File: src/otta_pkg.sv
`timescale 1ns / 1ps
`default_nettype none

package otta_pkg;

   localparam int unsigned CNT_W     = 16;
   localparam int unsigned DUR_W     = 32;
   localparam int unsigned TIME_W    = 64;
   // ticks passed between two samples, up to two counter periods
   localparam int unsigned VAL_W     = 17;
   localparam int unsigned MULT_W    = 11;
   localparam int unsigned PROD_W    = 28;
   // shift for exact reciprocal division of a PROD_W-bit value by a divisor < 2**DIV_L
   localparam int unsigned DIV_L     = 11;
   localparam int unsigned DIV_SHIFT = PROD_W + DIV_L;
   localparam int unsigned RECIP_W   = 30;
   localparam int unsigned QUO_W     = PROD_W + RECIP_W - DIV_SHIFT;

   localparam logic [MULT_W-1:0] TICKS_PER_MSEC = 11'd1193;
   localparam logic [MULT_W-1:0] US_PER_MSEC    = 11'd1000;

   localparam int unsigned        COUNTER_MAX = 65535;
   localparam logic [VAL_W-1:0]   COUNTER_TOP = VAL_W'(COUNTER_MAX + 1);
   localparam logic [CNT_W-1:0]   LOAD_LIMIT  = CNT_W'(16'hffff);
   localparam logic [CNT_W-1:0]   MIN_TIMEOUT_US = CNT_W'(1000 * 1000 / (4 * 1000));
   localparam logic [CNT_W-1:0]   MAX_TIMEOUT_RESET = 16'd54932;

   // ceil(2**DIV_SHIFT / divisor)
   localparam logic [RECIP_W-1:0] RECIP_BY_US_PER_MSEC = RECIP_W'(
      ((64'd1 << DIV_SHIFT) + 64'(US_PER_MSEC) - 64'd1) / 64'(US_PER_MSEC));
   localparam logic [RECIP_W-1:0] RECIP_BY_TICKS_PER_MSEC = RECIP_W'(
      ((64'd1 << DIV_SHIFT) + 64'(TICKS_PER_MSEC) - 64'd1) / 64'(TICKS_PER_MSEC));

   typedef enum logic [0:0] {
      CMD_SCHEDULE = 1'b0,
      CMD_UPDATE   = 1'b1
   } cmd_type;

   typedef enum logic [0:0] {
      CONV_TO_TICKS = 1'b0,
      CONV_TO_US    = 1'b1
   } conv_mode_type;

   typedef struct packed {
      cmd_type          cmd;
      logic [CNT_W-1:0] sample;
      logic             wrap;
      logic [CNT_W-1:0] load;
   } tag_type;

endpackage

`default_nettype wire

File: src/otta_convert.sv
`timescale 1ns / 1ps
`default_nettype none

// two-stage constant scale: value * mul, then exact divide by reciprocal
module otta_convert (
   input  logic                         clock,
   input  logic                         reset,
   input  otta_pkg::conv_mode_type      mode,
   input  logic                         in_valid,
   output logic                         in_ready,
   input  logic [otta_pkg::VAL_W-1:0]   in_value,
   input  otta_pkg::tag_type            in_tag,
   output logic                         out_valid,
   input  logic                         out_ready,
   output logic [otta_pkg::QUO_W-1:0]   out_quotient,
   output otta_pkg::tag_type            out_tag
);
   import otta_pkg::*;

   logic                        prod_valid_ff, prod_valid_in;
   logic [PROD_W-1:0]           prod_ff, prod_in;
   tag_type                     prod_tag_ff;
   logic                        quo_valid_ff, quo_valid_in;
   logic [QUO_W-1:0]            quo_ff, quo_in;
   tag_type                     quo_tag_ff;
   logic [MULT_W-1:0]           scale;
   logic [RECIP_W-1:0]          recip;
   logic [PROD_W-1:0]           value_ext, scale_ext;
   logic [PROD_W+RECIP_W-1:0]   prod_wide, recip_wide, wide;
   logic                        prod_ready, quo_ready, prod_load, quo_load;

   always_comb begin
      unique case (mode)
         CONV_TO_TICKS: begin
            scale = TICKS_PER_MSEC;
            recip = RECIP_BY_US_PER_MSEC;
         end
         CONV_TO_US: begin
            scale = US_PER_MSEC;
            recip = RECIP_BY_TICKS_PER_MSEC;
         end
         default: begin
            scale = US_PER_MSEC;
            recip = RECIP_BY_TICKS_PER_MSEC;
         end
      endcase
   end

   assign value_ext  = PROD_W'(in_value);
   assign scale_ext  = PROD_W'(scale);
   assign prod_in    = value_ext * scale_ext;
   assign prod_wide  = (PROD_W + RECIP_W)'(prod_ff);
   assign recip_wide = (PROD_W + RECIP_W)'(recip);
   assign wide       = prod_wide * recip_wide;
   assign quo_in     = wide[DIV_SHIFT +: QUO_W];

   // handshake between the two stages
   assign quo_ready     = !quo_valid_ff || out_ready;
   assign prod_ready    = !prod_valid_ff || quo_ready;
   assign prod_load     = in_valid && prod_ready;
   assign quo_load      = prod_valid_ff && quo_ready;
   assign prod_valid_in = prod_load || (prod_valid_ff && !quo_ready);
   assign quo_valid_in  = quo_load || (quo_valid_ff && !out_ready);

   always_ff @(posedge clock) begin
      if (reset) begin
         prod_valid_ff <= 1'b0;
         quo_valid_ff  <= 1'b0;
      end else begin
         prod_valid_ff <= prod_valid_in;
         quo_valid_ff  <= quo_valid_in;
      end
   end

   always_ff @(posedge clock) begin
      if (prod_load) begin
         prod_ff     <= prod_in;
         prod_tag_ff <= in_tag;
      end
      if (quo_load) begin
         quo_ff     <= quo_in;
         quo_tag_ff <= prod_tag_ff;
      end
   end

   assign in_ready     = prod_ready;
   assign out_valid    = quo_valid_ff;
   assign out_quotient = quo_ff;
   assign out_tag      = quo_tag_ff;

endmodule

`default_nettype wire

File: config.mk
export PLATFORM = sky130hd
export DESIGN_NAME = otta_convert
export DESIGN_NICKNAME = d
export VERILOG_FILES = /design/src/otta_pkg.sv /design/src/otta_convert.sv
export SDC_FILE = /design/constraint.sdc
export NUM_CORES = 2
export LEC_CHECK = 0
export ABC_AREA = 1
export BUFFER_PORTS_ARGS = -buffer_cell sky130_fd_sc_hd__buf_2
export CAP_MARGIN = 20
export CORE_AREA = 8 8 297 299
export DETAILED_ROUTE_END_ITERATION = 8
export DIE_AREA = 0 0 305 307
export PLACE_DENSITY = 0.54
export REMOVE_ABC_BUFFERS = 1
export SYNTH_ARGS = -nofsm -noshare
export SYNTH_HDL_FRONTEND = slang
export SYNTH_SLANG_ARGS = --single-unit
File: constraint.sdc
create_clock -name clock -period 18.65 [get_ports clock]
set_input_delay 0.9325 -clock clock [delete_from_list [all_inputs] [get_ports clock]]
set_output_delay 0.9325 -clock clock [all_outputs]
set_load 0.01 [all_outputs]
# [After elaboration in Yosys (flattened, before gate mapping)]
# Index checks and enable logic that the tools add are counted.
[classes] n_addsub=0 mul=2 div=0 n_lt_le_gt_ge=0 n_eq_ne=0 shifts=0 mux=2 bitwise=1 reduce_logical=12
[ops] cell="$pmux 30 s2" n=1
[ops] cell="$mul 28x30->58" n=1
[ops] cell="$mul 17x11->28" n=1
[ops] cell="$pmux 11 s2" n=1
[ops] cell="$logic_and 1x1->1" n=4
[ops] cell="$logic_not 1->1" n=4
[ops] cell="$logic_or 1x1->1" n=4
[ops] cell="$not 1->1" n=1
[totals] reg_bits=117 latchBits=0 ram_bits=0 rom_bits=0 mem_count=0

# [Depth between registers and ports, before layout]
[logic_depth] word_depth=5 mapped_depth=32

# [Worst setup path after synthesis]
# OpenSTA, ideal clock, no wires.
[synth_timing] path_type="input -> register" start="input mode" end="register quo_ff[3] (netlist: out_quotient[3]) (data pin)" t_arrival_ns=6.589 slack_ns=11.808 cell_stages=28 path_cell_list="clkbuf_1 -> clkbuf_1 -> nand2_1 -> inv_1 -> fa_1 -> fa_1 -> inv_1 -> fa_1 -> inv_1 -> fa_1 -> inv_1 -> fa_1 -> inv_1 -> fa_1 -> inv_1 -> fa_1 -> inv_1 -> ha_1 -> nand2_1 -> inv_2 -> nand2_1 -> inv_1 -> a21oi_1 -> o21ai_0 -> nor2_1 -> nand2_1 -> nand2_1 -> nand2_1"
[synth_between] elab_chain_cells=3
[synth_lines] element="start, declared" line="otta_convert.sv:8" source="input otta_pkg::conv_mode_type mode,"
[synth_lines] element="$not 1->1" line="otta_convert.sv:33" source="unique case (mode)"
[synth_lines] element="$pmux 30 s2 (*)" line="otta_convert.sv:33"
[synth_lines] element="$mul 28x30->58 (*)" line="otta_convert.sv:54" source="assign wide = prod_wide * recip_wide;"
[synth_lines] element="net wide[42]" line="otta_convert.sv:29" source="logic [PROD_W+RECIP_W-1:0] prod_wide, recip_wide, wide;"
[synth_lines] element="end signal, assigned" line="otta_convert.sv:81" source="quo_ff <= quo_in;"
[synth_lines] element="end, declared" line="otta_convert.sv:24" source="logic [QUO_W-1:0] quo_ff, quo_in;"
# Mark *: on every way through the listed nets, which the timed path passes. The rest lies on a longest branch. The select of a mux whose other input is x is not followed.
# A chain may end at the register's enable or synchronous reset.

# [Final worst setup path]
# Same ends and word-level chain as after synthesis.

==> metrics.cfg <==
[status]
run_status=finished clean

[synth]
synth-seq-area-share_pct=12.1
syn-mean-instance-area_um2=9.10
most_used_dff_post_synth=edfxtp_1
synthArstFlopShare_pct=0
ys.warnings.count=0
syn_inst=3175
yosysTopAreaCellShare_pct=39.8
yosysTopAreaCell=fa_1
synth.area.top_cells=fa_1, ha_1, inv_1, edfxtp_1, nand2_1
synth-edff-count=115
syn-cell-area_mm2=0.0289
post_synthesis_register_bit_count=117
synth_cell_types=40

[cts]
clock-sinks=117
post_cts_buffers=0
cts_root_buf=clkbuf_16
hold_buffers=0
clkSlewWorstSetupHoldPaths_ns=0.07
cts_repair_resize_count=0
tritoncts=built
cts_max_path_buffers=2
htree_levels=4
insertion_delay_of_the_later_clocked_pin_in_the_worst_skew_pair_ns=0.43
number_of_buffers_created_by_cts=17

[sta]
min_period_over_period_pct=41.6
final-setup-viol-count=0
worst-slew-pin-transition_ns=0.907
finalSetupTns_ns=0
slew-limit-headroom_pct=39.6
post-route-min-period_ns=7.75
final.setup_skew_ns=0.0209
unrepaired_setup_endpoints_after_global_routing=no
final_hold_viol_count=0
timing_max_transition_violations_final=0
max_clock_freq_mhz=129

[setup_path]
critPathSlowestCell=buf_4
worst_path_largest_cell_delay_ns=0.65
path_max_fanout=80
worstPathArrival_ns=7.94
worst_setup_path_end_kind=register
worst_setup_path_start_kind=primary input
timing.critical_path.required_ns=18.83
crit_chain=buf_4, buf_4, nand2_1, inv_1, fa_1, fa_1, fa_1, inv_1, fa_1, inv_1, fa_1, fa_1, inv_1, fa_1, inv_1, ha_1, a21oi_1, o21ai_0, a21oi_1, o21ai_0, nor2_1, nand2_1, nand2_1, nand2_1
critPathMostFrequentCell=fa_1
timing.setup.critical_path_class=primary input to register

[grt]
grtUsageMet3_pct=2.80
maximum_number_of_pins_on_one_net_before_global_route_repair=81
antenna_found_initial=1
vias_in_the_first_global_route=22100
grt_use_met1_pct=23.0
grt_first_pass_wirelength_um=129000
groute.usage.overall_pct=18.2
grt-busiest-layer=met2
met2_usage_pct=32.4
gr-total-overflow=0

[finish]
final.fill_count=8515
design.final.nets=4354
drive_above_1_share_pct=6.80
layout_commonest_cell=inv_1
antenna-diode-count=0
layout.area.seq_mm2=0.00349
layout-area-overhead-vs-synth_pct=8.70
leading_cell_types_in_the_layout_fill_and_taps_excluded=inv_1, fa_1, ha_1
multi_input_area_mm2=0.0211

[job]
max_cap_violations=0

[placed_design]
port-buffer-count=110
detailed_place_hpwl_um=75900
gp_routability_congestion=0.947

[floorplanning]
rows=106
die-area_mm2=0.0936
io-pin-count=111
chipHeight_um=307
floorplan.die.width_um=305
core_mm2=0.0832
floorplan.initialDensity_pct=34.7

[route]
routed_wire_length_per_instance_um=18.7
final_antenna_net_count=0
vias_per_cell=4.49
total_number_of_vias=19700
drtIter0Drc=1040
route.final.wire_length_um=82100
drc_errors=0
detail_route.first_pass.iterations=5

[min_path]
min-delay-path-class=register to register

==> layer usage <==
layer  part of all wire, %  routed length [um]  up-vias
met4                   2.4                2010        0
met5                     0                   0        -
li1                      -                   -     9478
met2                    50               41000      386
met3                   5.1                4170       80
met1                    43               35000     9748
==> metrics by stage <==
stage | hold slack [ns] | setup slack (ns) | instance area (um2) | util (%) | std cells
after global routing | 0.425 | 10.53 | 31400 | 37.8 | 4390
after CTS | 0.412 | 10.91 | 31400 | 37.8 | 4390
after detailed placement | 0.405 | 10.45 | 30800 | 37.0 | 4358
after floorplan | 0.400 | 12.30 | 28800 | - | 3162
final | 0.409 | 10.90 | 31400 | 37.8 | 4390
after global placement | 0.400 | 10.43 | 30800 | 37.0 | 4358
==> state kept, by name (all words and copies together) (netlist names) <==
| name | cells |
|---|---|
| out_quotient | 19 |
| prod_valid_ff | 1 |
| out_valid | 1 |
| prod_ff | 28 |
| out_tag | 34 |
| prod_tag_ff | 34 |
==> synthesized netlist by cell type (all sizes together) (2+ instances only) <==
master  count
inv      1138
nand2     423
buf         7
edfxtp    115
nand3      59
nor3       11
o21a        4
nand3b      3
or2         3
conb        2
a21o       10
nor4        5
o21ai      61
nand4      18
ha        427
fa        574
o211ai      2
xor2       20
a21oi      85
dfxtp       2
nor2      168
xnor2       7
clkbuf     21
o21bai      6
==> final cells by class <==
| cell class | instances | share of cell area [%] |
|---|---|---|
| clock buffer | 17 | 1.35 |
| timing repair buffer | 116 | 1.90 |
| multi-input combinational | 1907 | 67.1 |
| inverter | 1138 | 13.6 |
| clock inverter | 15 | 0.586 |
| tap | 1080 | 4.30 |
| sequential | 117 | 11.1 |
==> path summary, 6_finish.rpt <==
check                                  from                   endpoint  slack [ns]  depth (start not counted)
setup / recovery                       mode  out_quotient[3]$_DFFE_PP_       10.90                         24
hold / removal    prod_tag_ff[19]$_DFFE_PP_      out_tag[19]$_DFFE_PP_        0.41                          0
setup reg to reg      prod_ff[24]$_DFFE_PP_  out_quotient[8]$_DFFE_PP_       11.49                         21
hold reg to reg   prod_tag_ff[19]$_DFFE_PP_      out_tag[19]$_DFFE_PP_        0.41                          0
==> worst max-delay path: cells and delay by family <==
kind            cells  cell delay [ns]
compound gates      4             0.86
buf+inv             7             1.37
fa+ha+maj           8             4.02
simple gates        5             0.61
==> logic make-up after synthesis <==
group                    after synthesis  share of synthesized area (%)
other                                  2                         0.0260
buffers and inverters               1166                           15.2
adder cells (fa/ha/maj)             1001                           58.3
flip-flops                           117                           12.1
XOR/XNOR                              27                          0.819
AND/OR/NAND/NOR                      690                           10.3
AO/OA/AOI/OAI                        172                           3.29
Power is not shown: default switching activity piles up to over one toggle a cycle in this logic, so the estimate is an artifact.
