**src/otta_pkg.sv**
```systemverilog
`timescale 1ns / 1ps
`default_nettype none

package otta_pkg;

   localparam int unsigned CNT_W     = 16;
   localparam int unsigned DUR_W     = 32;
   localparam int unsigned TIME_W    = 64;
   // ticks passed between two samples, up to two counter periods
   localparam int unsigned VAL_W     = 17;
   localparam int unsigned MULT_W    = 11;
   localparam int unsigned PROD_W    = 28;
   // shift for exact reciprocal division of a PROD_W-bit value by a divisor < 2**DIV_L
   localparam int unsigned DIV_L     = 11;
   localparam int unsigned DIV_SHIFT = PROD_W + DIV_L;
   localparam int unsigned RECIP_W   = 30;
   localparam int unsigned QUO_W     = PROD_W + RECIP_W - DIV_SHIFT;

   localparam logic [MULT_W-1:0] TICKS_PER_MSEC = 11'd1193;
   localparam logic [MULT_W-1:0] US_PER_MSEC    = 11'd1000;

   localparam int unsigned        COUNTER_MAX = 65535;
   localparam logic [VAL_W-1:0]   COUNTER_TOP = VAL_W'(COUNTER_MAX + 1);
   localparam logic [CNT_W-1:0]   LOAD_LIMIT  = CNT_W'(16'hffff);
   localparam logic [CNT_W-1:0]   MIN_TIMEOUT_US = CNT_W'(1000 * 1000 / (4 * 1000));
   localparam logic [CNT_W-1:0]   MAX_TIMEOUT_RESET = 16'd54932;

   // ceil(2**DIV_SHIFT / divisor)
   localparam logic [RECIP_W-1:0] RECIP_BY_US_PER_MSEC = RECIP_W'(
      ((64'd1 << DIV_SHIFT) + 64'(US_PER_MSEC) - 64'd1) / 64'(US_PER_MSEC));
   localparam logic [RECIP_W-1:0] RECIP_BY_TICKS_PER_MSEC = RECIP_W'(
      ((64'd1 << DIV_SHIFT) + 64'(TICKS_PER_MSEC) - 64'd1) / 64'(TICKS_PER_MSEC));

   typedef enum logic [0:0] {
      CMD_SCHEDULE = 1'b0,
      CMD_UPDATE   = 1'b1
   } cmd_type;

   typedef enum logic [0:0] {
      CONV_TO_TICKS = 1'b0,
      CONV_TO_US    = 1'b1
   } conv_mode_type;

   typedef struct packed {
      cmd_type          cmd;
      logic [CNT_W-1:0] sample;
      logic             wrap;
      logic [CNT_W-1:0] load;
   } tag_type;

endpackage

`default_nettype wire

```
**src/otta_track.sv**
```systemverilog
`timescale 1ns / 1ps
`default_nettype none

// counter reference tracking: reload on schedule, ticks passed on update
module otta_track (
   input  logic                         clock,
   input  logic                         reset,
   input  logic                         in_valid,
   output logic                         in_ready,
   input  logic [otta_pkg::QUO_W-1:0]   in_ticks,
   input  otta_pkg::tag_type            in_tag,
   output logic                         out_valid,
   input  logic                         out_ready,
   output logic [otta_pkg::VAL_W-1:0]   out_passed,
   output otta_pkg::tag_type            out_tag
);
   import otta_pkg::*;

   logic [CNT_W-1:0] ref_ff, ref_in;
   logic             wrap_handled_ff, wrap_handled_in;
   logic             valid_ff, valid_in;
   logic [VAL_W-1:0] passed_ff, passed_in;
   tag_type          tag_ff, tag_in;
   logic [CNT_W-1:0] ticks_sat;
   logic [VAL_W-1:0] ref_ext, sample_ext, to_top;
   logic             load;

   assign ticks_sat  = (in_ticks > QUO_W'(LOAD_LIMIT)) ? LOAD_LIMIT : in_ticks[CNT_W-1:0];
   assign ref_ext    = VAL_W'(ref_ff);
   assign sample_ext = VAL_W'(in_tag.sample);
   assign to_top     = COUNTER_TOP - sample_ext;

   always_comb begin
      ref_in          = ref_ff;
      wrap_handled_in = wrap_handled_ff;
      passed_in       = '0;
      tag_in          = in_tag;
      if (in_tag.cmd == CMD_SCHEDULE) begin
         ref_in          = ticks_sat;
         wrap_handled_in = 1'b0;
         tag_in.load     = ticks_sat;
      end else begin
         tag_in.load = '0;
         ref_in      = in_tag.sample;
         if (in_tag.wrap && !wrap_handled_ff) begin
            // first sight of a wrap: rest of the old period plus the new one
            passed_in       = (in_tag.sample != '0) ? ref_ext + to_top : ref_ext;
            wrap_handled_in = 1'b1;
         end else if (ref_ff == '0) begin
            passed_in = to_top;
         end else if (sample_ext <= ref_ext) begin
            passed_in = ref_ext - sample_ext;
         end else begin
            // count went up again without a flagged wrap
            passed_in = ref_ext + to_top;
         end
      end
   end

   assign in_ready = !valid_ff || out_ready;
   assign load     = in_valid && in_ready;
   assign valid_in = load || (valid_ff && !out_ready);

   always_ff @(posedge clock) begin
      if (reset) begin
         valid_ff        <= 1'b0;
         ref_ff          <= '0;
         wrap_handled_ff <= 1'b0;
      end else begin
         valid_ff <= valid_in;
         if (load) begin
            ref_ff          <= ref_in;
            wrap_handled_ff <= wrap_handled_in;
         end
      end
   end

   always_ff @(posedge clock) begin
      if (load) begin
         passed_ff <= passed_in;
         tag_ff    <= tag_in;
      end
   end

   assign out_valid  = valid_ff;
   assign out_passed = passed_ff;
   assign out_tag    = tag_ff;

endmodule

`default_nettype wire

```
**config.mk**
```make
export PLATFORM = sky130hd
export DESIGN_NAME = otta_track
export DESIGN_NICKNAME = d
export VERILOG_FILES = /design/src/otta_pkg.sv /design/src/otta_track.sv
export SDC_FILE = /design/constraint.sdc
export NUM_CORES = 1
export LEC_CHECK = 0
export ABC_CLOCK_PERIOD_IN_PS = 6800
export CORE_UTILIZATION = 45
export DETAILED_ROUTE_END_ITERATION = 10
export DONT_BUFFER_PORTS = 1
export PLACE_DENSITY = 0.62
export REMOVE_ABC_BUFFERS = 1
export SLEW_MARGIN = 0
export SYNTH_ARGS = -nofsm -noshare
export SYNTH_HDL_FRONTEND = slang
export SYNTH_SLANG_ARGS = --single-unit
export TNS_END_PERCENT = 50
```
**constraint.sdc**
```tcl
create_clock -name clock -period 6.8 [get_ports clock]
set_input_delay 2.04 -clock clock [delete_from_list [all_inputs] [get_ports clock]]
set_output_delay 2.04 -clock clock [all_outputs]
set_load 0.1 [all_outputs]
```
# Word-level counts from Yosys, hierarchy flattened
# Cells that the tools add are included.
dict set report totals {
  ff_bits 69
  input_bits 57
  output_inout_bits 53
}
dict set report op_classes {
  n_addsub 3
  n_lt_le_gt_ge 2
  eq_ne 1
  mux 8
  reduce_logical 11
}
# operator n
set op_table {}
lappend op_table {{two-way mux 17 bit} 4}
lappend op_table {{two-way mux 16 bit} 2}
lappend op_table {{greater-than comparator 19 x 16 -> 1 bit (second input constant)} 1}
lappend op_table {{adder 16 x 17 -> 17 bit} 1}
lappend op_table {{subtractor 16 x 16 -> 17 bit} 1}
lappend op_table {{subtractor 17 x 16 -> 17 bit (first input constant)} 1}
lappend op_table {{<= comparator 16 bit} 1}
lappend op_table {{logical NOT 16 bit} 1}
lappend op_table {{nonzero test 16 bit} 1}
lappend op_table {{logical AND 1 bit} 3}
lappend op_table {{logical NOT 1 bit} 3}
lappend op_table {{logical OR 1 bit} 2}
lappend op_table {{two-way mux 1 bit} 2}
lappend op_table {{!= test 2 x 1 -> 1 bit (second input constant)} 1}
lappend op_table {{AND reduction 2 bit} 1}

# Logic depth before layout (Yosys ltp)
dict set report logic_depth {
  depth_word 5
  depth_mapped 17
  depth_no_buf 17
}

# Worst setup path after synthesis
# Ideal clock, no wire load.
dict set report synth_timing {
  path_kind {input-to-reg}
  start {in in_tag[20] (netlist bit)}
  end {reg passed_ff[16], in the netlist out_passed[16], data pin}
  setup_ns 0.158
  arrival_ns 5.222
  required_ns 6.642
  setup_slack_ns 1.420
  stages 17
  cell_sequence {nor2_2 > nand3_1 > nor2_1 > nand3_1 > nor2_1 > xnor2_1 > ha_1 > a21oi_1 > nand2_1 > and2_1 > o31ai_2 > a22oi_1 > a21o_1 > a21o_1 > ha_1 > o311a_1 > a211oi_2}
}
dict set report synth_via {
  elab_chain_len 5
  elab_cells_between_ends 9
  classes_between {add/sub (3); order compare (1); mux (4); reduce/logical (1)}
}
# element line_no
set synth_rtl {}
lappend synth_rtl {{start, declared} otta_track.sv:11} ;# input otta_pkg::tag_type in_tag,
lappend synth_rtl {{subtractor 17 x 16 -> 17 bit} otta_track.sv:31} ;# assign to_top = COUNTER_TOP - sample_ext;
lappend synth_rtl {{adder 16 x 17 -> 17 bit} {otta_track.sv:47, otta_track.sv:55}}
lappend synth_rtl {{two-way mux 17 bit} otta_track.sv:51} ;# end else if (sample_ext <= ref_ext) begin
lappend synth_rtl {{two-way mux 17 bit} otta_track.sv:49} ;# end else if (ref_ff == '0) begin
lappend synth_rtl {{two-way mux 17 bit *} otta_track.sv:45} ;# if (in_tag.wrap && !wrap_handled_ff) begin
lappend synth_rtl {{end signal, assigned} otta_track.sv:80} ;# passed_ff <= passed_in;
lappend synth_rtl {{end, declared} otta_track.sv:22} ;# logic [VAL_W-1:0] passed_ff, passed_in;
# Every way passes the cells marked *; elsewhere a longest branch is shown, timed or not.
# A chain may end at the register's enable or synchronous reset.

# Worst setup path in the final report
# Same ends and word-level chain as after synthesis.

==> summary.md <==
| Metric | Value |
|---|---|
| Status | finished, final reports clean |
| Minimum clock period | 5.58 ns |
| Fin crit share | 0.820 |
| Cts bufs inserted | 9 |
| Die area | 11200 sq um |
| Sequential fraction of the synthesis area | 0.391 |
| Routed len/inst | 18.5 microns |
| Placer congestion estimate | 0.891 |
| Grt ovf | 0 |
| CP max FO | 6 |
| Relative slew slack | 0.246 |
| Max cap viols | 0 |
| Setup Fix Bufs, Post-CTS | 0 |
| GRT Resource Usage Total | 0.232 |
| Synth Cell Area | 4840 sq um |
| Global-route wire length before repair | 19900 microns |
| Worst slew pin tran | 1.13 ns |
| Post-synth cell types | 61 |
| Die Y | 106 microns |
| Root buf cell | clkbuf_8 |
| Synth Register Bits | 69 |
| Max clock buf depth | 2 |
| Post-synth EDFFs | 51 |
| Met2 WL post-DR | 5880 microns |
| Starting DRT DRC Count | 148 |
| Crit. End Element | flip-flop |
| Initial antenna violation count | 0 |
| Port bufs | 0 |
| Top cell type's share of synthesized area | 0.317 |
| Clk slew on worst S/H paths | 0.09 ns |
| Starting Density | 0.466 |
| Max Used Layer | met4 |
| # IOs | 110 |
| Power per cell area | 261 nW/um^2 |
| Max VDD drop | 0.000132 V |
| Post-placement cell count | 642 |
| Top Family by Delay on Critical Path | compound AO/OA/AOI/OAI gates |
| Layout cell share with drive strength beyond 1 | 0.0747 |
| CP Launch Type | input port |
| DRT antenna net count | 0 |
| DRT Pass-1 Iters | 4 |
| Vias in the first global route | 3802 |
| Routed wire length | 12200 microns |
| Setup Crit Path Kind | input port to flip-flop |
| Max Freq | 179 MHz |
| Setup violations, final | 0 |
| Crit-path cells | nor2_2 -> nand3_1 -> nor2_1 -> nand3_1 -> nor2_1 -> xnor2_1 -> ha_1 -> a21oi_1 -> nand2_1 -> and2_1 -> o31ai_2 -> a22oi_1 -> a21o_1 -> a21o_1 -> ha_1 -> o311a_1 -> a211oi_2 |
| WHS | 0.547 ns |
| Endpoints failing hold | 0 |
| Cells after Synth | 522 |
| Yosys warning count | 0 |
| RSZ-0062 raised after global routing | no |
| Largest cells by area after synthesis | edfxtp_1, ha_1, dfxtp_1 |
| M1 wire length | 5400 microns |
| Clock sink count | 69 |
| CTS H-tree lvls | 3 |
| CP max-delay cell | o31ai_2 |
| Main synth FF type | edfxtp_1 |
| Total of cells resized after clock tree synthesis | 0 |
| TritonCTS clock tree | done |
| Avg Vias per Cell | 5.86 |
| Worst EP arrival | 5.78 ns |
| Avg Inst Size Synth | 9.27 sq um |
| Post-synth ARST share | 0 |
| Core box area | 10400 sq um |
| Largest area contributor in the netlist | edfxtp_1 |
| Count leader, synth | nor2_1 |
| Post-synth top cells | nor2_1, a21oi_1, edfxtp_1 |
| # rows | 37 |
| Met3 WL | 689 microns |
| CP Data Required Time | 7.01 ns |
| Worst-skew pair later-pin latency | 0.36 ns |
| Slowest stage delay, CP | 0.38 ns |
| Final Net Count | 611 |
| HP Class | flip-flop to flip-flop |
| Pin count of the biggest net entering global routing | 54 |
| # DRC | 0 |
| Setup TNS | 0 ns |
| Detail Placement HPWL | 9040 microns |
| Pins over their slew limit | 0 |
| Leakage | 1.99 nW |
| Layout overhead on the synthesized area | 6.54% |
| Fillers | 982 |
| Via count | 3856 |
| Skew final | 0.0102 ns |
| Worst Path Buf+Inv | 0 |
| Post-CTS Hold Buffers | 0 |
| Post-route insts no fill | 658 |
| Ant. Diodes | 0 |
| Die width | 106 microns |
-- logic make-up after synthesis --
group / synth area share
AND/OR/NAND/NOR: 0.183
AO/OA/AOI/OAI: 0.206
flip-flops: 0.391
buffers and inverters: 0.0414
XOR/XNOR: 0.0670
adder cells (fa/ha/maj): 0.0988
multiplexers: 0.0127
-- final timing paths --
kind	endpoint	slack [ns]	cells after the start	startpoint
max	out_passed[16]	1.22	17	in_tag[20]
min	wrap_handled_ff	0.55	2	wrap_handled_ff
max reg2reg	out_passed[16]	3.25	13	ref_ff[0]
min reg2reg	wrap_handled_ff	0.55	2	wrap_handled_ff
-- cell usage in the layout, fill, tap and decap left out, drive strengths merged, types with 8 or more instances in the layout --
cell	synthesis	layout
nor2	92	92
a21oi	59	59
edfxtp	51	51
ha	35	35
inv	30	33
xnor2	25	25
nand2	25	25
o21ai	22	22
dfxtp	18	18
nand3	14	14
xor2	12	12
o221ai	12	12
clkbuf	14	9
nor2b	9	9
nor3	9	9
a211oi	9	9
o21a	8	8
-- stage by stage --
step                total power, mW  setup WS, ns  utilization  instance area [sq um]
floorplan                     0.901          1.42            -                   4750
global placement              0.953         0.965        0.475                   4930
detailed placement            0.959         0.861        0.475                   4930
CTS                            1.36          1.25        0.497                   5150
global route                   1.41         0.921        0.497                   5150
finish                         1.35          1.22        0.497                   5150
-- layout make-up --
class | instances | area, sq um | share of cell area
Inverter | 30 | 113 | 0.0218
Clock buffer | 9 | 124 | 0.0240
Timing Repair Buffer | 1 | 7.51 | 0.00146
Sequential cell | 69 | 1890 | 0.367
Clock inverter | 7 | 103 | 0.0199
Tap cell | 136 | 170 | 0.0330
Multi-Input combinational cell | 406 | 2750 | 0.533
-- registers in the layout (all words and copies together), names as in the netlist --
signal           count
wrap_handled_ff      1
out_passed          17
ref_ff              16
out_valid            1
out_tag             34
-- power by group --
| group | internal, mW | total, mW | leakage (nW) | switching, mW |
|---|---|---|---|---|
| Clock | 0.212 | 0.394 | 0.116 | 0.182 |
| Combinational | 0.109 | 0.270 | 1.23 | 0.161 |
| Sequential | 0.492 | 0.683 | 0.648 | 0.190 |
-- tightest hold or removal path, cell delays in order, from the launching register on --
cell      delay (ns)
dfxtp_1         0.33
a21oi_1         0.12
a211oi_1        0.06
-- layer usage --
layer,vias to the layer above,GRT usage
li1,1909,-
met1,1807,0.285
met2,123,0.393
met3,17,0.0538
met4,0,0.0883
met5,-,0
Power figures use the tool's default switching activity.
