**src/otta_pkg.sv**
```systemverilog
`timescale 1ns / 1ps
`default_nettype none

package otta_pkg;

   localparam int unsigned CNT_W     = 16;
   localparam int unsigned DUR_W     = 32;
   localparam int unsigned TIME_W    = 64;
   // ticks passed between two samples, up to two counter periods
   localparam int unsigned VAL_W     = 17;
   localparam int unsigned MULT_W    = 11;
   localparam int unsigned PROD_W    = 28;
   // shift for exact reciprocal division of a PROD_W-bit value by a divisor < 2**DIV_L
   localparam int unsigned DIV_L     = 11;
   localparam int unsigned DIV_SHIFT = PROD_W + DIV_L;
   localparam int unsigned RECIP_W   = 30;
   localparam int unsigned QUO_W     = PROD_W + RECIP_W - DIV_SHIFT;

   localparam logic [MULT_W-1:0] TICKS_PER_MSEC = 11'd1193;
   localparam logic [MULT_W-1:0] US_PER_MSEC    = 11'd1000;

   localparam int unsigned        COUNTER_MAX = 65535;
   localparam logic [VAL_W-1:0]   COUNTER_TOP = VAL_W'(COUNTER_MAX + 1);
   localparam logic [CNT_W-1:0]   LOAD_LIMIT  = CNT_W'(16'hffff);
   localparam logic [CNT_W-1:0]   MIN_TIMEOUT_US = CNT_W'(1000 * 1000 / (4 * 1000));
   localparam logic [CNT_W-1:0]   MAX_TIMEOUT_RESET = 16'd54932;

   // ceil(2**DIV_SHIFT / divisor)
   localparam logic [RECIP_W-1:0] RECIP_BY_US_PER_MSEC = RECIP_W'(
      ((64'd1 << DIV_SHIFT) + 64'(US_PER_MSEC) - 64'd1) / 64'(US_PER_MSEC));
   localparam logic [RECIP_W-1:0] RECIP_BY_TICKS_PER_MSEC = RECIP_W'(
      ((64'd1 << DIV_SHIFT) + 64'(TICKS_PER_MSEC) - 64'd1) / 64'(TICKS_PER_MSEC));

   typedef enum logic [0:0] {
      CMD_SCHEDULE = 1'b0,
      CMD_UPDATE   = 1'b1
   } cmd_type;

   typedef enum logic [0:0] {
      CONV_TO_TICKS = 1'b0,
      CONV_TO_US    = 1'b1
   } conv_mode_type;

   typedef struct packed {
      cmd_type          cmd;
      logic [CNT_W-1:0] sample;
      logic             wrap;
      logic [CNT_W-1:0] load;
   } tag_type;

endpackage

`default_nettype wire

```
**src/otta_accum.sv**
```systemverilog
`timescale 1ns / 1ps
`default_nettype none

// running time total and the result register
module otta_accum (
   input  logic                         clock,
   input  logic                         reset,
   input  logic                         in_valid,
   output logic                         in_ready,
   input  logic [otta_pkg::QUO_W-1:0]   in_quotient,
   input  otta_pkg::tag_type            in_tag,
   output logic                         rsp_valid,
   input  logic                         rsp_ready,
   output logic [otta_pkg::TIME_W-1:0]  rsp_elapsed_time_us,
   output logic [otta_pkg::CNT_W-1:0]   rsp_counter_load,
   output logic                         rsp_load_valid
);
   import otta_pkg::*;

   logic              valid_ff, valid_in;
   logic [TIME_W-1:0] total_ff, total_in;
   logic [TIME_W-1:0] elapsed_ff;
   logic [CNT_W-1:0]  counter_load_ff;
   logic              load_valid_ff;
   logic              load;

   assign total_in = (in_tag.cmd == CMD_UPDATE) ? total_ff + TIME_W'(in_quotient) : total_ff;

   assign in_ready = !valid_ff || rsp_ready;
   assign load     = in_valid && in_ready;
   assign valid_in = load || (valid_ff && !rsp_ready);

   always_ff @(posedge clock) begin
      if (reset) begin
         valid_ff <= 1'b0;
         total_ff <= '0;
      end else begin
         valid_ff <= valid_in;
         if (load) begin
            total_ff <= total_in;
         end
      end
   end

   always_ff @(posedge clock) begin
      if (load) begin
         elapsed_ff      <= total_in;
         counter_load_ff <= in_tag.load;
         load_valid_ff   <= (in_tag.cmd == CMD_SCHEDULE);
      end
   end

   assign rsp_valid           = valid_ff;
   assign rsp_elapsed_time_us = elapsed_ff;
   assign rsp_counter_load    = counter_load_ff;
   assign rsp_load_valid      = load_valid_ff;

endmodule

`default_nettype wire

```
**config.mk**
```make
export PLATFORM = sky130hd
export DESIGN_NAME = otta_accum
export DESIGN_NICKNAME = d
export VERILOG_FILES = /design/src/otta_pkg.sv /design/src/otta_accum.sv
export SDC_FILE = /design/constraint.sdc
export NUM_CORES = 1
export LEC_CHECK = 0
export BUFFER_PORTS_ARGS = -buffer_cell sky130_fd_sc_hd__clkbuf_2
export CAP_MARGIN = 0
export CORE_MARGIN = 2
export CORE_UTILIZATION = 50
export CTS_BUF_LIST = sky130_fd_sc_hd__clkbuf_8
export DETAILED_ROUTE_END_ITERATION = 12
export PLACE_DENSITY = 0.73
export SLEW_MARGIN = 20
export SYNTH_ARGS = -nofsm -noshare
export SYNTH_HDL_FRONTEND = slang
export SYNTH_SLANG_ARGS = --single-unit
```
**constraint.sdc**
```tcl
create_clock -name clock -period 11.8 [get_ports clock]
set_input_delay 2.36 -clock clock [delete_from_list [all_inputs] [get_ports clock]]
set_output_delay 2.36 -clock clock [all_outputs]
set_load 0.02 [all_outputs]
```
# Yosys cells after proc, flatten, opt, wreduce, memory -nomap -nowiden
# Cells that the tools add are included.
[totals]
reg_bits = 146
in_bits = 57
out_inout_bits = 83
word_cells = 14
[op_classes]
add_sub_neg = 1
muxes = 1
bitwise_logic = 1
n_reduce_logical = 6
[ops]
columns = ["cell", "count"]
rows = [
  ["$add A64 B19 Y64", 1],
  ["$mux W64", 1],
  ["$logic_and A1 B1 Y1", 2],
  ["$logic_not A1 Y1", 2],
  ["$logic_or A1 B1 Y1", 2],
  ["$not A1 Y1", 1],
]

# Depth between registers and ports, before layout
# Gate-level depths: netlist (run 1).
[depth]
depth_word = 4
mapped_depth = 11
depth_no_buf = 9

# Worst setup path after synthesis (run 1)
# OpenSTA, ideal clock, no wires.
[synth_path]
path_kind = "input port to flip-flop"
startpoint = "input port rsp_ready"
endpoint = "register total_ff[47]"
setup_ps = 128
arrival_time_ps = 5997
t_required_ps = 11672
path_slack_ps = 5675
stages = 7
path_buffers = 1
cell_sequence = "nand2b_1 > nand2_1 > inv_1 > clkbuf_1 > o2111ai_1 > xor2_1 > nor2_1"
[synth_via]
elab_chain_cells = 2
[synth_rtl]
columns = ["element", "line", "rtl"]
rows = [
  ["from (decl)", "otta_accum.sv:13", "input logic rsp_ready,"],
  ["$logic_or A1 B1 Y1", "otta_accum.sv:29", "assign in_ready = !valid_ff || rsp_ready;"],
  ["$logic_and A1 B1 Y1", "otta_accum.sv:30", "assign load = in_valid && in_ready;"],
  ["named net load", "otta_accum.sv:25", "logic load;"],
  ["to (signal assigned)", "otta_accum.sv:40", "total_ff <= total_in;"],
  ["to (decl)", "otta_accum.sv:21", "logic [TIME_W-1:0] total_ff, total_in;"],
]
# The timed path passes the listed nets, and every way through them passes these cells.
# A chain may end at the register's enable or synchronous reset.

# Worst setup path in the final report (run 1)
[layout_path]
startpoint = "input port in_quotient[0] (netlist bit)"
endpoint = "register elapsed_ff[56] (netlist: rsp_elapsed_time_us[56]) (data pin)"
[layout_via]
elab_chain_cells = 2
[layout_rtl]
columns = ["element", "line", "rtl"]
rows = [
  ["from (decl)", "otta_accum.sv:10", "input logic [otta_pkg::QUO_W-1:0] in_quotient,"],
  ["$add A64 B19 Y64", "otta_accum.sv:27", "assign total_in = (in_tag.cmd == CMD_UPDATE) ? total_ff + TIME_W'(in_quotient) : total_ff;"],
  ["$mux W64", "otta_accum.sv:27", ""],
  ["named net total_in[56]", "otta_accum.sv:21", ""],
  ["to (signal assigned)", "otta_accum.sv:47", "elapsed_ff <= total_in;"],
  ["to (decl)", "otta_accum.sv:22", "logic [TIME_W-1:0] elapsed_ff;"],
]
# The timed path passes the listed nets, and every way through them passes these cells.

==> impl_metrics.csv, run 1 <==
group,metric,value,unit
global_routing,grt_max_degree,77,
yosys,ys_warn_count,0,
yosys,synth_nets,824,
die,die_area,16100,um^2
die,die_w,127,um
die,core_area,14600,um^2
die,die_h,127,um
clock_network,cts_buffer_depth,2,
yosys,synth_area_leaders,"edfxtp_1 32%, dfxtp_1 17%, xnor2_1 5.6%",
yosys,synth-async-reset-ratio,0,
layout,layout.nets,931,
yosys,synth.avg_cell_area,10.1,um^2
layout,syn_to_final_growth,15.0,%
sta,hold_viol,0,
layout,utilization,0.594,
setup_path,required,11.99,ns
setup_path,crit_path_max_fanout,20,
sta,period_share,0.461,
layout,multi_input_area,3610,um^2
yosys,synth_edf_count,81,
routing,drt-initial-drc-count,457,
clock_network,cts_max_level,4,
min_path,hp-class,"register to register",
place,dp_cells,1019,
routing,drc,0,
clock_network,cts_resized,0,
power,p_leak,0.00335,uW
yosys,ys_seq_area_frac,0.494,
yosys,synth_area_leader_cell,"edfxtp_1",
sta,tightest_slew,0.871,ns
job,drv_cap,0,
yosys,yosysMostFrequentCell,"edfxtp_1",
sta,slew_headroom,0.418,
die,num_io_pins,140,
sta,finalClockSkew,0.0146,ns
setup_path,cp-end-kind,"register",
routing,wire_per_inst,16.4,um
yosys,ys_types,65,
outcome,status,"completed",
place,io_buffers,122,
sta,tns,0,ns
global_routing,grt.overflow.total,0,
clock_network,post_cts_buffers,0,
setup_path,rr_worst_depth,9,
global_routing,grt_usage,0.217,
clock_network,cts_sinks,146,
min_path,hold_path_depth,2,
sta,period_minus_slack,5.44,ns
die,fp-row-count,44,
layout,fill_cells,1291,
routing,vias,5978,
yosys,synth-main-ff-cell,"edfxtp_1",
clock_network,insertion_delay,0.46,ns
routing,dr.pass1.iters,5,
setup_path,arrival,5.63,ns
place,gp_routability_congestion,0.889,
power,ir_drop,0.0613,mV
layout,num_antenna_cells,0,
routing,viasPerCell,5.69,
clock_network,cts_tree,"built",
yosys,synth_area,7560,um^2
routing,drt-total-wl,17300,um
layout,layout-drive-gt1-share,0.232,
setup_path,cp_slowest_stage_delay,0.72,ns
clock_network,hold_buffers,0,
layout,final_cell_count_no_fill,1051,
yosys,ys_seq_elements,146,
global_routing,first_global_vias,5500,
yosys,synth_common_cells,"81 x edfxtp_1, 69 x nand2_1, 68 x nor2_1",
routing,postRouteAntennaNets,0,
sta,slew_viol_final,0,
clock_network,clockRootBuffer,"clkbuf_8",
sta,fmax,0.184,GHz
setup_path,crit_slowest_cell,"nor3_4",
setup_path,path_cells,"clkbuf_2, ha_1, fa_1, a21o_1, a221oi_2, nor3_2, nor3_4, or2_1, nor4b_1, xor2_1",
setup_path,path_class,"input pin to register",
yosys,synth_top_area_frac,0.322,
place,hpwl,12000,um
yosys,synthCells,747,
layout,seqCellArea,3730,um^2
sta,setup_viol,0,
die,start_util,0.516,
global_routing,grt_first_pass_wirelength,27400,um
power,power.density,132,nW/um^2
setup_path,startpoint_type,"input pin",
global_routing,antenna_found_initial,0,
sta,rsz0062_at_grt,"false",
clock_network,cts.reportedPaths.clkPinSlew,0.07,ns
clock_network,cts_made_buffers,17,
[per-stage QoR]
stage / power (uW) / hold slack [ns] / setup slack, ns / cell area [um^2]
after floorplan: 691 / 0.450 / 5.68 / 7560
after global placement: 732 / 0.460 / 5.89 / 8260
after detailed placement: 733 / 0.467 / 5.91 / 8260
after CTS: 1150 / 0.477 / 6.39 / 8690
after global routing: 1190 / 0.501 / 6.18 / 8690
final: 1150 / 0.476 / 6.36 / 8690
[power breakdown]
group	internal, uW	switching, uW
Combinational	52.5	98.5
Clock	238	185
Sequential	563	8.39
[kinds of logic (layout without fill, tap and decap cells)]
group           count (synthesis)  count (layout)  synth area share
flops                         146             146             0.494
simple gates                  304             304             0.210
compound gates                121             121             0.104
fa+ha+maj                      20              20            0.0341
buf+inv                        51             171            0.0293
mux                            21              21            0.0313
xor+xnor                       84              84            0.0973
[final timing paths]
kind | from | end | slack (ns)
max | in_quotient[0] | rsp_elapsed_time_us[56]$_DFFE_PP_ | 6.36
min | total_ff[12]$_SDFFE_PP0P_ | total_ff[12]$_SDFFE_PP0P_ | 0.48
max reg2reg | total_ff[0]$_SDFFE_PP0P_ | rsp_elapsed_time_us[56]$_DFFE_PP_ | 8.02
min reg2reg | total_ff[12]$_SDFFE_PP0P_ | total_ff[12]$_SDFFE_PP0P_ | 0.48
[final cells by class]
cell class | instances | area share
sequential | 146 | 0.430
clock buffer | 19 | 0.0301
tap | 184 | 0.0265
inverter | 13 | 0.00576
timing repair buffer | 126 | 0.0737
multi-input combinational | 550 | 0.415
clock inverter | 13 | 0.0196
[flip-flops by register name, summed over array words and instances, names as in the netlist]
register             flops
rsp_counter_load        16
rsp_elapsed_time_us     64
rsp_load_valid           1
rsp_valid                1
total_ff                64
[placed cells by master, fill, tap and decap left out, types with 3 or more instances in the layout]
master     instances
o31ai_1            3
nand4_1           26
xnor2_1           48
a22o_1             3
o21ai_0           26
clkbuf_8          19
nand3b_1           3
buf_4              4
nor2_1            67
nor2b_1            7
a31o_2             4
mux2_2            21
bufinv_16          4
and3_1            15
a21o_1             5
or4_1              5
or2_1              3
o21ai_1            5
inv_1             17
nand3_1           24
or3_1             13
nand2b_1           7
or2_2              3
nor4b_1            5
nor4_1            17
dfxtp_1           65
a21oi_1           45
nor3_1            22
o211ai_1           7
ha_1              19
clkbuf_2         122
edfxtp_1          81
o2111ai_1          3
xor2_1            36
nand2_1           69
[critical path, delay by kind of cell]
kind | cells | cell delay, ns
AND/OR/NAND/NOR | 4 | 1.72
adder cells (fa/ha/maj) | 2 | 0.62
XOR/XNOR | 1 | 0.20
buffers and inverters | 1 | 0.09
AO/OA/AOI/OAI | 2 | 0.64
[metal layers]
metal | global-route usage | vias to the layer above | part of all wire | routed length [um]
met4 | 0.0821 | 0 | 0.020 | 340
met2 | 0.348 | 217 | 0.47 | 8060
met1 | 0.290 | 2789 | 0.45 | 7690
met5 | 0 | - | 0 | 0
li1 | - | 2944 | - | -
met3 | 0.0468 | 28 | 0.069 | 1190
No activity file was read; power rests on OpenSTA's default activity.
==> run 2: changes to the inputs <==
==> constraint.sdc (replaced) <==
create_clock -name clock -period 5.35 [get_ports clock]
set_input_delay 1.07 -clock clock [delete_from_list [all_inputs] [get_ports clock]]
set_output_delay 1.07 -clock clock [all_outputs]
set_load 0.02 [all_outputs]
==> run 2 against run 1 <==
  * Power is 120% higher
  * Routed wire length is 0.78% higher
  * Clock-buffer cell count is 1 lower
  * Hold slack better by 0.0051 ns
  * Combinational power is 120% higher
  * First-iteration DRC count is 4.6% lower
  * Sequential share of layout area is 0.15 points lower
  * Via count is 0.18% higher
==> impl_metrics.csv, run 2 (synthesized netlist as in run 1, its figures left out) <==
group,metric,value,unit
clock_network,hold_buffers,0,
power,p_leak,0.00338,uW
die,die_w,127,um
power,p_total,2520,uW
clock_network,cts_max_level,4,
outcome,status,"completed",
setup_path,rr_endpoint,"rsp_elapsed_time_us[50]$_DFFE_PP_",
routing,drc,0,
clock_network,cts_sinks,146,
global_routing,grt.overflow.total,0,
min_path,hp-class,"register to register",
setup_path,startpoint_type,"input pin",
sta,tightest_slew,0.854,ns
setup_path,worstSetupEndpoint,"rsp_elapsed_time_us[50]$_DFFE_PP_",
setup_path,crit_path_max_fanout,18,
setup_path,crit_slowest_cell,"or2_1",
layout,final_common_cell,"clkbuf_2",
die,start_util,0.516,
clock_network,cts.reportedPaths.clkPinSlew,0.08,ns
setup_path,path_class,"input pin to register",
setup_path,r2r-start,"total_ff[13]$_SDFFE_PP0P_",
die,core_area,14600,um^2
setup_path,cp_slowest_stage_delay,0.67,ns
global_routing,use_met1,0.286,
global_routing,first_global_vias,5529,
layout,layout.nets,937,
die,num_io_pins,140,
sta,hold_viol,0,
layout,fill_cells,1268,
setup_path,r2r_setup_slack,2.08,ns
sta,slew_viol_final,0,
setup_path,path_cells,"clkbuf_2, ha_1, a21oi_1, o211ai_2, a41o_2, o22ai_4, or2_1, nor4_1, xor2_1",
global_routing,use_met3,0.0578,
die,die_h,127,um
setup_path,critPathLaunch,"in_quotient[13]",
setup_path,cp-end-kind,"register",
die,die_area,16100,um^2
die,fp-row-count,44,
clock_network,insertion_delay,0.46,ns
sta,finalClockSkew,0.0138,ns
global_routing,grt_first_pass_wirelength,27600,um
sta,setup_viol,0,
layout,syn_to_final_growth,15.4,%
routing,dr.pass1.iters,7,
setup_path,rr_worst_depth,8,
clock_network,clockRootBuffer,"clkbuf_8",
routing,drt-total-wl,17400,um
clock_network,cts_tree,"built",
clock_network,cts_resized,0,
global_routing,grt_usage,0.218,
layout,final_cell_mix,"122 x clkbuf_2, 81 x edfxtp_1, 69 x nand2_1, 68 x nor2_1, 65 x dfxtp_1",
power,power.density,289,nW/um^2
place,gp_routability_congestion,0.904,
routing,vias,5989,
sta,slew_headroom,0.430,
sta,period_share,0.684,
routing,drt-initial-drc-count,436,
clock_network,post_cts_buffers,0,
sta,period_minus_slack,3.66,ns
place,hpwl,12200,um
sta,fmax,0.273,GHz
layout,layout-drive-gt1-share,0.238,
layout,num_antenna_cells,0,
place,io_buffers,122,
global_routing,use_met2,0.351,
job,drv_cap,0,
sta,rsz0062_at_grt,"false",
clock_network,cts_made_buffers,17,
setup_path,arrival,3.85,ns
routing,viasPerCell,5.67,
power,ir_drop,0.151,mV
sta,tns,0,ns
global_routing,grt_max_degree,51,
clock_network,cts_buffer_depth,2,
routing,postRouteAntennaNets,0,
routing,wire_per_inst,16.5,um
global_routing,grt-busiest-layer,"met2",
global_routing,antenna_found_initial,0,
setup_path,required,5.55,ns
## run 2: layer usage
metal / vias to the layer above / wire length [um] / part of all wire
met5: - / 0 / 0
li1: 2945 / - / -
met1: 2824 / 7860 / 0.45
met3: 26 / 999 / 0.057
met2: 194 / 8230 / 0.47
met4: 0 / 322 / 0.018
## run 2: how the worst min path moves through the flow
stage	from	to	slack (ns)	cells after the start
global placement	total_ff[6]$_SDFFE_PP0P_	total_ff[6]$_SDFFE_PP0P_	0.46	2
finish	total_ff[0]$_SDFFE_PP0P_	total_ff[0]$_SDFFE_PP0P_	0.48	2
CTS	total_ff[4]$_SDFFE_PP0P_	total_ff[4]$_SDFFE_PP0P_	0.48	2
detailed placement	total_ff[3]$_SDFFE_PP0P_	total_ff[3]$_SDFFE_PP0P_	0.47	2
global route	total_ff[9]$_SDFFE_PP0P_	total_ff[9]$_SDFFE_PP0P_	0.50	2
floorplan	total_ff[5]$_SDFFE_PP0P_	total_ff[5]$_SDFFE_PP0P_	0.45	2
## run 2: critical path: cells and delay by family
| family | cells | cell delay, ns |
|---|---|---|
| compound gates | 4 | 1.27 |
| xor+xnor | 1 | 0.18 |
| fa+ha+maj | 1 | 0.39 |
| buf+inv | 1 | 0.09 |
| simple gates | 2 | 0.84 |
## run 2: where the power goes
group          internal (uW)  leakage (uW)  switching, uW
clock                    511      0.000226            411
combinational            118       0.00182            219
sequential              1240       0.00133           19.1
## run 2: final cells by class
cell class | count | area, um^2 | share of cell area
Sequential cell | 146 | 3730 | 0.428
Multi-Input combinational cell | 550 | 3600 | 0.413
Timing Repair Buffer | 132 | 686 | 0.0786
Clock buffer | 18 | 248 | 0.0284
Tap cell | 184 | 230 | 0.0264
Clock inverter | 14 | 173 | 0.0198
Inverter | 13 | 50.0 | 0.00574
## run 2: stage by stage
step | setup slack (ns) | std cells | instance area (um^2) | hold slack, ns | util
floorplan | 0.515 | 747 | 7560 | 0.450 | -
global route | 1.57 | 1057 | 8720 | 0.501 | 0.596
CTS | 1.77 | 1057 | 8720 | 0.482 | 0.596
detailed placement | 1.28 | 1025 | 8300 | 0.471 | 0.567
global placement | 1.31 | 1025 | 8300 | 0.461 | 0.567
finish | 1.69 | 1057 | 8720 | 0.481 | 0.596
==> run 3: changes to the inputs <==
--- a/config.mk
+++ b/config.mk
@@ -5,13 +5,14 @@
 export SDC_FILE = /design/constraint.sdc
 export NUM_CORES = 1
 export LEC_CHECK = 0
+export ABC_AREA = 1
 export BUFFER_PORTS_ARGS = -buffer_cell sky130_fd_sc_hd__clkbuf_2
 export CAP_MARGIN = 0
 export CORE_MARGIN = 2
 export CORE_UTILIZATION = 50
 export CTS_BUF_LIST = sky130_fd_sc_hd__clkbuf_8
 export DETAILED_ROUTE_END_ITERATION = 12
-export PLACE_DENSITY = 0.73
+export PLACE_DENSITY = 0.72
 export SLEW_MARGIN = 20
 export SYNTH_ARGS = -nofsm -noshare
 export SYNTH_HDL_FRONTEND = slang
==> constraint.sdc (replaced) <==
create_clock -name clock -period 3.5 [get_ports clock]
set_input_delay 0.7 -clock clock [delete_from_list [all_inputs] [get_ports clock]]
set_output_delay 0.7 -clock clock [all_outputs]
set_load 0.02 [all_outputs]
==> run 3 against run 2 <==
  * Largest cell class is now multi-input gates
  * Via count is 28% higher
  * Synthesized cell count is 55% higher
  * Critical endpoint is now rsp_elapsed_time_us[48]$_DFFE_PP_
  * Synthesized area is 11% higher
  * Final area is 10% higher
  * Critical path type unchanged
  * Highest routed layer unchanged
  * Clock power is 32% higher
  * First-iteration DRC count is 44% higher
==> impl_metrics.csv, run 3 <==
group,metric,value,unit
outcome,status,"completed",
die,die_h,134,um
global_routing,first_global_vias,6897,
setup_path,rr_worst_depth,11,
global_routing,grt.overflow.total,0,
sta,period_minus_slack,2.53,ns
place,gp_routability_congestion,0.960,
clock_network,cts.reportedPaths.clkPinSlew,0.08,ns
power,comb_power_share,0.195,
yosys,ys_types,41,
routing,viasPerCell,5.08,
setup_path,r2r-start,"total_ff[0]$_SDFFE_PP0P_",
yosys,synth.avg_cell_area,7.26,um^2
global_routing,use_met3,0.0476,
sta,hold_viol,0,
clock_network,hold_buffers,0,
clock_network,cts_made_buffers,17,
routing,drt-initial-drc-count,630,
clock_network,cts_tree,"built",
power,p_sw_frac,0.319,
yosys,synth_top_area_frac,0.289,
routing,vias,7663,
clock_network,post_cts_buffers,0,
place,io_buffers,122,
setup_path,crit_path_max_fanout,10,
global_routing,grt_first_pass_wirelength,35100,um
sta,slew_headroom,0.453,
setup_path,crit_slowest_cell,"fa_1",
power,clkPwrFrac,0.301,
power,p_leak,0.00471,uW
sta,tns,0,ns
setup_path,cp_top_family,"simple AND/OR/NAND/NOR gates",
layout,layout-drive-gt1-share,0.158,
min_path,holdCritStartpoint,"in_tag[2]",
clock_network,clockRootBuffer,"clkbuf_8",
yosys,synth_area,8420,um^2
sta,slew_viol_final,0,
routing,drt-total-wl,21900,um
min_path,hp-class,"input pin to register",
setup_path,rr_endpoint,"rsp_elapsed_time_us[48]$_DFFE_PP_",
die,num_io_pins,140,
routing,wire_per_inst,14.6,um
sta,fmax,0.396,GHz
power,seqPwrFrac,0.505,
yosys,synth_nets,1236,
setup_path,path_cells,"clkbuf_2, ha_1, fa_1, nand3_1, nand3_1, nand2_1, nand2_2, nand3b_1, nand3_2, a21o_1, nand2_1, inv_1",
setup_path,r2r_setup_slack,1.00,ns
clock_network,cts_max_level,4,
routing,dr.pass1.iters,5,
die,die_area,17900,um^2
power,p_int,2770,uW
routing,drc,0,
min_path,hold_end,"rsp_counter_load[2]$_DFFE_PP_",
global_routing,grt-busiest-layer,"met1",
yosys,synth-async-reset-ratio,0,
yosys,synth-main-ff-cell,"edfxtp_1",
yosys,synth_area_leaders,"edfxtp_1 29%, dfxtp_1 15%, nand2_1 15%",
min_path,hold_path_depth,1,
layout,layout.nets,1353,
die,core_area,16500,um^2
global_routing,use_met2,0.374,
setup_path,path_class,"input pin to register",
global_routing,grt_max_degree,78,
global_routing,grt_usage,0.253,
global_routing,antenna_found_initial,0,
yosys,ys_warn_count,0,
yosys,ys_seq_elements,146,
setup_path,required,3.73,ns
setup_path,critPathBufInv,2,
sta,whs,0.406,ns
yosys,synthCells,1159,
yosys,synth_edf_count,81,
setup_path,cp_slowest_stage_delay,0.46,ns
power,p_switching,1300,uW
layout,num_antenna_cells,0,
job,drv_cap,0,
layout,final_common_cell,"nand2_1",
setup_path,cp-end-kind,"register",
power,power.density,423,nW/um^2
sta,tightest_slew,0.821,ns
layout,fin_area,9600,um^2
place,hpwl,16000,um
routing,postRouteAntennaNets,0,
global_routing,use_met1,0.378,
yosys,synth_common_cells,"331 x nand2_1, 195 x inv_1, 91 x nor2_1",
layout,final_cell_mix,"330 x nand2_1, 195 x inv_1, 122 x clkbuf_2, 91 x nor2_1, 90 x nand3_1",
power,ir_drop,0.230,mV
setup_path,arrival,2.76,ns
yosys,ys_seq_area_frac,0.444,
die,fp-row-count,47,
die,die_w,134,um
sta,rsz0062_at_grt,"false",
layout,syn_to_final_growth,14.0,%
sta,setup_viol,0,
clock_network,insertion_delay,0.46,ns
sta,period_share,0.722,
yosys,yosysMostFrequentCell,"nand2_1",
clock_network,cts_buffer_depth,2,
setup_path,startpoint_type,"input pin",
clock_network,cts_resized,0,
sta,finalClockSkew,0.0112,ns
clock_network,cts_sinks,146,
yosys,synth_area_leader_cell,"edfxtp_1",
die,start_util,0.509,
place,place_area,9250,um^2
==> run 3: cell types whose count changed after synthesis, moves of 14 or more <==
cell	before	now
xnor2_1	48	3
nor4_1	17	2
nand2_1	69	331
a21oi_1	45	65
inv_1	13	195
mux2_2	21	0
nand3_1	24	90
xor2_1	36	11
and3_1	15	1
nor2_1	68	91
o21ai_0	26	46
==> run 3: stage by stage <==
step           instances  total power (uW)  setup slack (ns)  utilization
2_1_floorplan       1159              2630             0.735            -
4_1_cts             1508              4090              1.03        0.581
5_1_grt             1508              4260             0.830        0.581
6_report            1508              4060             0.972        0.581
3_3_place_gp        1477              2860             0.527        0.560
3_5_place_dp        1477              2870             0.534        0.560
==> run 3: logic make-up after synthesis <==
family / after synthesis / share of synthesized area
DFF: 146 / 0.444
AOI/OAI and AO/OA: 137 / 0.0843
buffers and inverters: 235 / 0.107
adders and majority gates: 20 / 0.0306
and+or+nand+nor: 606 / 0.318
xor gates and xnor gates: 15 / 0.0165
==> run 3: power groups by stage <==
stage,combinational [uW],clock (uW),sequential [uW]
floorplan,457,0,2180
global placement,777,0,2080
detailed placement,784,0,2090
CTS,789,1250,2050
global route,884,1300,2070
finish,791,1220,2050
==> run 3: worst max-delay path by stage <==
stage / startpoint / end / slack [ns] / cells after the start
5_1_grt: total_ff[0]$_SDFFE_PP0P_ / rsp_elapsed_time_us[40]$_DFFE_PP_ / 0.83 / 12
3_5_place_dp: in_quotient[0] / rsp_elapsed_time_us[48]$_DFFE_PP_ / 0.53 / 12
4_1_cts: in_quotient[0] / rsp_elapsed_time_us[48]$_DFFE_PP_ / 1.03 / 12
3_3_place_gp: in_quotient[0] / rsp_elapsed_time_us[48]$_DFFE_PP_ / 0.53 / 12
6_report: in_quotient[0] / rsp_elapsed_time_us[48]$_DFFE_PP_ / 0.97 / 12
2_1_floorplan: rsp_ready / rsp_counter_load[0]$_DFFE_PP_ / 0.73 / 5
==> run 3: cell type report <==
class	instances	area, um^2
inverters	205	772
well taps	220	275
repair buffers	128	681
fillers	1562	6930
clock inverters	14	116
flip-flops and latches	146	3730
clock buffers	17	234
multi-input cells	778	3790
==> run 3: routing by layer <==
metal  part of all wire  up-vias
met5                  0        -
met4              0.014        0
met3              0.073       26
met2               0.42      268
met1               0.49     3410
li1                   -     3959
